$ cat src/design/cbf_pkg.sv
// shared constants, codes and types of the channel block filter
package cbf_pkg;

    // table and packet sizing
    localparam int CHANNEL_BITS     = 16;
    localparam int MAX_PACKET_BYTES = 2048;
    localparam int PKT_W            = $clog2(MAX_PACKET_BYTES);
    localparam int PKT_MAX          = MAX_PACKET_BYTES - 1;
    localparam int TABLE_DEPTH      = 1 << CHANNEL_BITS;

    // fixed field widths
    localparam int LEN_W      = 11;
    localparam int COUNT_W    = 11;
    localparam int RATE_W     = 12;
    localparam int SIZE_W     = 4;
    localparam int TCH_W      = 16;
    localparam int CFG_IDX_W  = 2;
    localparam int CFG_DATA_W = 12;

    // result queue sizing
    localparam int Q_DEPTH = 8;
    localparam int Q_AW    = $clog2(Q_DEPTH);

    // configuration register indexes and reset values
    localparam logic [CFG_IDX_W-1:0] REG_MAX_SAMPLE_RATE = 2'd0;
    localparam logic [CFG_IDX_W-1:0] REG_MAX_SAMPLE_SIZE = 2'd1;
    localparam logic [RATE_W-1:0]    MAX_RATE_RESET      = 12'd500;
    localparam logic [SIZE_W-1:0]    MAX_SIZE_RESET      = 4'd4;

    // item and result codes
    localparam logic MODE_DATA    = 1'b0;
    localparam logic MODE_TABLE   = 1'b1;
    localparam logic KIND_DATA    = 1'b0;
    localparam logic KIND_SUMMARY = 1'b1;

    // number of data results carried by one group
    localparam logic [2:0] NDATA_NONE   = 3'd0;
    localparam logic [2:0] NDATA_BYTE   = 3'd1;
    localparam logic [2:0] NDATA_HEADER = 3'd4;

    // all results caused by one input item
    typedef struct packed {
        logic [2:0]         n_data;
        logic [31:0]        word;
        logic               summary;
        logic [COUNT_W-1:0] count;
        logic               aborted;
    } t_group;

endpackage

$ cat src/design/cbf_rq.sv
// result queue: holds result groups and hands them out one beat at a time
module cbf_rq (
    input  logic                    i_clk,
    input  logic                    i_rst_n,
    input  logic                    i_push,
    input  cbf_pkg::t_group         i_group,
    output logic                    o_full,
    output logic                    o_valid,
    input  logic                    i_stall,
    output logic                    o_kind,
    output logic [7:0]              o_byte,
    output logic [cbf_pkg::COUNT_W-1:0] o_count,
    output logic                    o_aborted,
    output logic                    o_last
);
    import cbf_pkg::*;

    t_group          r_q [Q_DEPTH];
    logic [Q_AW-1:0] r_wp;
    logic [Q_AW-1:0] r_rp;
    logic [Q_AW:0]   r_cnt;
    logic [1:0]      r_sub;

    t_group     c_head;
    logic [2:0] c_total;
    logic       c_is_data;
    logic       c_beat;
    logic       c_pop;

    // head group decode
    assign c_head    = r_q[r_rp];
    assign c_total   = c_head.n_data + {2'b00, c_head.summary};
    assign c_is_data = {1'b0, r_sub} < c_head.n_data;

    assign o_valid   = r_cnt != '0;
    assign o_full    = r_cnt == (Q_AW + 1)'(Q_DEPTH);
    assign o_last    = {1'b0, r_sub} == (c_total - 3'd1);
    assign c_beat    = o_valid && !i_stall;
    assign c_pop     = c_beat && o_last;

    // result fields of the current beat
    always_comb begin
        o_kind    = c_is_data ? KIND_DATA : KIND_SUMMARY;
        o_count   = c_is_data ? '0 : c_head.count;
        o_aborted = c_is_data ? 1'b0 : c_head.aborted;
        o_byte    = '0;
        if (c_is_data) begin
            case (r_sub)
                2'd0:    o_byte = c_head.word[31:24];
                2'd1:    o_byte = c_head.word[23:16];
                2'd2:    o_byte = c_head.word[15:8];
                2'd3:    o_byte = c_head.word[7:0];
                default: o_byte = '0;
            endcase
        end
    end

    // group storage
    always_ff @(posedge i_clk) begin
        if (i_push) begin
            r_q[r_wp] <= i_group;
        end
    end

    // pointers, fill level and beat index within the head group
    always_ff @(posedge i_clk) begin
        if (!i_rst_n) begin
            r_wp  <= '0;
            r_rp  <= '0;
            r_cnt <= '0;
            r_sub <= '0;
        end else begin
            if (i_push) begin
                r_wp <= r_wp + 1'b1;
            end
            if (c_pop) begin
                r_rp  <= r_rp + 1'b1;
                r_sub <= '0;
            end else if (c_beat) begin
                r_sub <= r_sub + 1'b1;
            end
            case ({i_push, c_pop})
                2'b10:   r_cnt <= r_cnt + 1'b1;
                2'b01:   r_cnt <= r_cnt - 1'b1;
                default: r_cnt <= r_cnt;
            endcase
        end
    end

    a_no_overflow: assert property (@(posedge i_clk) disable iff (!i_rst_n)
        i_push |-> (!o_full || c_pop))
        else $error("result queue written while full");

    a_level_range: assert property (@(posedge i_clk) disable iff (!i_rst_n)
        r_cnt <= (Q_AW + 1)'(Q_DEPTH))
        else $error("result queue level out of range");

    a_head_nonempty: assert property (@(posedge i_clk) disable iff (!i_rst_n)
        o_valid |-> (c_total != 3'd0 && {1'b0, r_sub} < c_total))
        else $error("head group empty or beat index past its end");

    a_sub_idle: assert property (@(posedge i_clk) disable iff (!i_rst_n)
        !o_valid |-> r_sub == 2'd0)
        else $error("beat index moved with no group queued");

endmodule

$ cat config.mk
export PLATFORM = sky130hd
export DESIGN_NAME = cbf_rq
export DESIGN_NICKNAME = d
export VERILOG_FILES = /design/src/design/cbf_pkg.sv /design/src/design/cbf_rq.sv
export SDC_FILE = /design/constraint.sdc
export NUM_CORES = 1
export LEC_CHECK = 0
export BUFFER_PORTS_ARGS = -buffer_cell sky130_fd_sc_hd__buf_4
export CAP_MARGIN = 20
export CORE_UTILIZATION = 65
export DETAILED_ROUTE_END_ITERATION = 10
export PLACE_DENSITY_LB_ADDON = 0.08
export SYNTH_ARGS = -nofsm -noshare
export SYNTH_HDL_FRONTEND = slang
export SYNTH_SLANG_ARGS = --single-unit
$ cat constraint.sdc
create_clock -name i_clk -period 12.5 [get_ports i_clk]
set_input_delay 2.5 -clock i_clk [delete_from_list [all_inputs] [get_ports i_clk]]
set_output_delay 2.5 -clock i_clk [all_outputs]
set_load 0.005 [all_outputs]
# --- After elaboration in Yosys (flattened, before gate mapping) ---
# Memory sizes are Yosys's and may differ from the RTL's. A register that Yosys moved wholly into a read port is not among the register bits.
# Cells that the tools add are included.
totals:
  regBits: 12
  mem_bits_rw: 384
  in_bits: 52
  out_inout_bits: 24
  elab_cells: 38
  memories: 1
op_classes:
  add_sub_neg: 7
  magnitude_cmp: 1
  eq_ne: 7
  muxes: 10
  bitwise: 1
  reduce_logical: 7
memory_table:
  columns: ["name", "depth", "word_bits", "read_ports", "rd_clocked_by_memory_dff", "wr", "line_no", "text"]
  rows:
  - ["r_q", 8, 48, 1, 1, 1, "cbf_rq.sv:18", "t_group r_q [Q_DEPTH];"]
op_table:
  columns: ["op", "n"]
  rows:
  - ["8-bit case mux with 4 select lines", 1]
  - ["11-bit 2-to-1 mux", 1]
  - ["8-bit 2-to-1 mux", 1]
  - ["4-bit case mux with 2 select lines", 1]
  - ["3-bit by 1-bit adder with 3-bit output, second input constant", 2]
  - ["2-bit == test, second input constant", 3]
  - ["3-bit 2-to-1 mux", 2]
  - ["4-bit by 1-bit adder with 4-bit output, second input constant", 1]
  - ["2-bit by 1-bit == test with 1-bit output, second input constant", 2]
  - ["4-bit == test, second input constant", 1]
  - ["1-bit 2-to-1 mux", 4]
  - ["4-bit nonzero test", 1]
  - ["4-bit by 1-bit subtractor with 4-bit output, second input constant", 1]
  - ["3-bit by 1-bit adder with 3-bit output", 1]
  - ["2-bit by 3-bit == test with 1-bit output", 1]
  - ["2-bit by 3-bit less-than comparator with 1-bit output", 1]
  - ["3-bit by 1-bit subtractor with 3-bit output, second input constant", 1]
  - ["2-bit by 1-bit adder with 2-bit output, second input constant", 1]
  - ["1-bit logical AND", 2]
  - ["2-bit zero test", 1]
  - ["2-bit nonzero test", 1]
  - ["2-bit OR reduction", 1]
  - ["1-bit zero test", 1]
  - ["1-bit inverter", 1]

# --- Longest topological paths before layout ---
depth:
  ltp_word: 6
  ltp_mapped: 20
  ltp_nobuf: 15

# --- Worst setup path after synthesis ---
# Ideal clock, no wire load.
synth_path:
  path_kind: "input to register"
  startpoint: "input port i_push"
  endpoint: "memory r_q[0][0] in the netlist's numbering, enable pin"
  setup_time_ns: 0.513
  arrival_time_ns: 5.872
  setup_slack_ns: 6.115
  path_stages: 2
  n_path_buf: 0
  path_cell_list: "nand2b_1 -> nor3_1"
synth_between:
  elab_chain_len: 2
synth_lines:
  columns: ["element", "line_no", "text"]
  rows:
  - ["start: declaration", "cbf_rq.sv:5", "input logic i_push,"]
  - ["1-bit 2-to-1 mux", "cbf_rq.sv:60", "if (i_push) begin"]
  - ["1-bit 2-to-1 mux (not written as such)", "cbf_rq.sv:61", "r_q[r_wp] <= i_group;"]
  - ["end: declaration", "cbf_rq.sv:18", null]
# No other way between the ends.

==> out/results.ini <==
[synth]
syn-cell-area_um2=15600
syn_avg_cell_area_um2=21.45
yosys.area.top_type_share_pct=73.94
netlist_top_cells_area=edfxtp_1 (74%), mux4_2 (13%), mux2i_1 (2.6%), dfxtp_1 (1.9%), ha_1 (0.96%)
ys_types=48
syn_inst=727
syn_nets=791
ys_warn_count=0
synth_seq_area_share_pct=75.86
synth_area_leader_cell=edfxtp_1
ys_ff_latch=399

[clock_network]
tritoncts=done
cts_resized=0
postCtsSetupRepairBufs=0
hold_buffers=0
cts_root_buf=clkbuf_16
cts_max_level=2
cts_buffer_depth=3
clk_latency_ns=0.53
clk_pin_slew_ns=0.06
cts_buffers=40
clock_sinks=399

[routing]
vias=7433
drt_iter0_markers=592
vias_per_cell=6.353
wl_per_cell_um=26.20
route.detailed.drc=0
final_antenna_net_count=0
routed_wl_mm=30.65
firstDrtPassIters=4

[grt]
antenna_found_initial=1
grt_max_degree=57
use_met3_pct=4.653
top_usage_layer=met2
gr-total-overflow=0
grt_util_met2_pct=45.29
grt_pass1_wl_mm=46.52
grt_usage_pct=26.55
grt_use_met1_pct=35.18
grt_pass1_vias=7833

[power_and_ir_drop]
cellPowerDensity_nw_per_um2=159.0
switchingPower_mw=0.5851
power_leakage_nw=5.595
clock_power_share_pct=39.4
p_comb_share_pct=6.6
netSwitchingFraction_pct=20.78
ir_drop_mv=0.1613
seq_power_share_pct=53.9
p_int_mw=2.231

[critical_path]
ff2ff_setup_slack_ns=7.42
cp.arrival_ns=3.95
cp-end-kind=output pin
path_class=reg2out
path_max_fanout=47
startpoint_type=register
worstPathRequired_ns=10.00
ff2ff_path_depth=16

[floorplan]
fp.dieW_um=156.9
die_h_um=156.9
start_util_pct=66.44
rows=56
num_io_pins=76
die_area_um2=24620
design.core.area_um2=23470

[hold_path]
hold_depth=2
min_path_type=reg2reg

[sta]
max_freq_mhz=155.1
finalSetupTns_ns=0
tightest_slew_ns=0.8989
slew_violations=0
final_hold_viol_count=0
slew_headroom_pct=40.07
rsz0062_at_grt=no
min_period_ns=6.447
finalCritPeriodShare_pct=51.58
holdWs_ns=0.4894
final-setup-viol-count=0
skew_ns=0.01582

[run]
max_cap_violations=0

[placement]
gp_congestion=0.7625
dp_cells=1096
portBuffers=75
hpwl_mm=16.17

[layout]
layout.cells.non_filler=1170
area_growth_pct=13.56
final_net_count=884
drive_gt1_share_pct=29.06

[run_status]
status=finished, final reports clean

## stage by stage
step | power (mW) | setup WS, ns | utilization (%) | area [um2]
after detailed placement | 1.733 | 5.830 | 70.16 | 16470
after global placement | 1.723 | 5.887 | 70.16 | 16470
final | 2.816 | 6.053 | 75.45 | 17710
after floorplan | 1.648 | 6.115 | - | 15600
after CTS | 2.835 | 5.254 | 75.33 | 17680
after global routing | 2.900 | 5.790 | 75.44 | 17710
## placed cells by master (no fill, tap or decap), types with 8 or more instances in the layout
cell and instances:
ha_1 12, edfxtp_1 384, clkinv_1 9, clkbuf_16 41, nand3b_1 8, buf_4 86, mux2i_1 40, nand2_1 20
a221oi_1 10, clkbuf_1 12, nor2_1 15, mux4_2 90, dfxtp_1 12
## registers in the layout (all words and copies together) (netlist names), named ones only
name and flops:
r_rp 3, r_sub 2, r_q 384, r_wp 3
r_cnt 4
## area by class of cell
class                           count  area, um2
Sequential cell                   399      11840
Clock inverter                     19      141.4
Antenna cell                        1      2.502
Clock buffer                       53       1071
Fill cell                        1300       5762
Tap cell                          319      399.1
Inverter                            5      18.77
Timing Repair Buffer               87      673.1
Multi-Input combinational cell    287       3562
## cell families after synthesis
| kind of cell | synth area share (%) |
|---|---|
| and+or+nand+nor | 2.848 |
| adders and majority gates | 0.9627 |
| DFF | 75.86 |
| AOI/OAI and AO/OA | 2.158 |
| muxes | 16.07 |
| buffers and inverters | 1.653 |
| xor gates and xnor gates | 0.4492 |
## power by group through the flow
stage / Sequential (mW) / Combinational, mW / Clock, mW
after floorplan: 1.54 / 0.109 / 0
after global placement: 1.54 / 0.180 / 0
after detailed placement: 1.55 / 0.186 / 0
after CTS: 1.52 / 0.188 / 1.13
after global routing: 1.52 / 0.201 / 1.18
final: 1.52 / 0.187 / 1.11
## layer usage
| metal | vias up | wire (um) |
|---|---|---|
| li1 | 3223 | - |
| met1 | 3912 | 12180 |
| met2 | 248 | 15780 |
| met3 | 50 | 1941 |
| met4 | 0 | 752 |
| met5 | - | 0 |
## final timing paths
path                             start                    end
setup / recovery              register              o_byte[2]
hold / removal    r_rp[1]$_SDFFE_PN0N_               register
hold reg to reg   r_rp[1]$_SDFFE_PN0N_               register
setup reg to reg              register  r_cnt[2]$_SDFFE_PN0P_
## worst max-delay path: stages (launching register included)
cell and delay, ns:
dfxtp_4 0.87, buf_4 0.40, buf_16 0.34, mux4_2 0.56, a311o_1 0.40, a221oi_1 0.45, a221oi_1 0.18, buf_4 0.20
## Yosys cell counts (all sizes together)
master	number
a2bb2oi	1
a21boi	2
a311o	4
and2	6
nand2b	5
a22oi	1
nand4	2
nor4b	1
nor4	2
nor3b	1
o22ai	6
a221oi	10
a211o	1
ha	12
xnor2	4
or3	2
edfxtp	384
clkbuf	13
mux2	7
nand3	5
dfxtp	15
nor2	21
inv	5
or3b	1
a21oi	4
nand3b	8
nor3	3
a22o	2
a311oi	2
nand2	20
mux2i	40
nor2b	6
a31oi	3
buf	23
mux4	90
xor2	4
o21ai	4
and3b	1
or4	1
a211oi	4
a21o	1
Power figures use the tool's default switching activity.
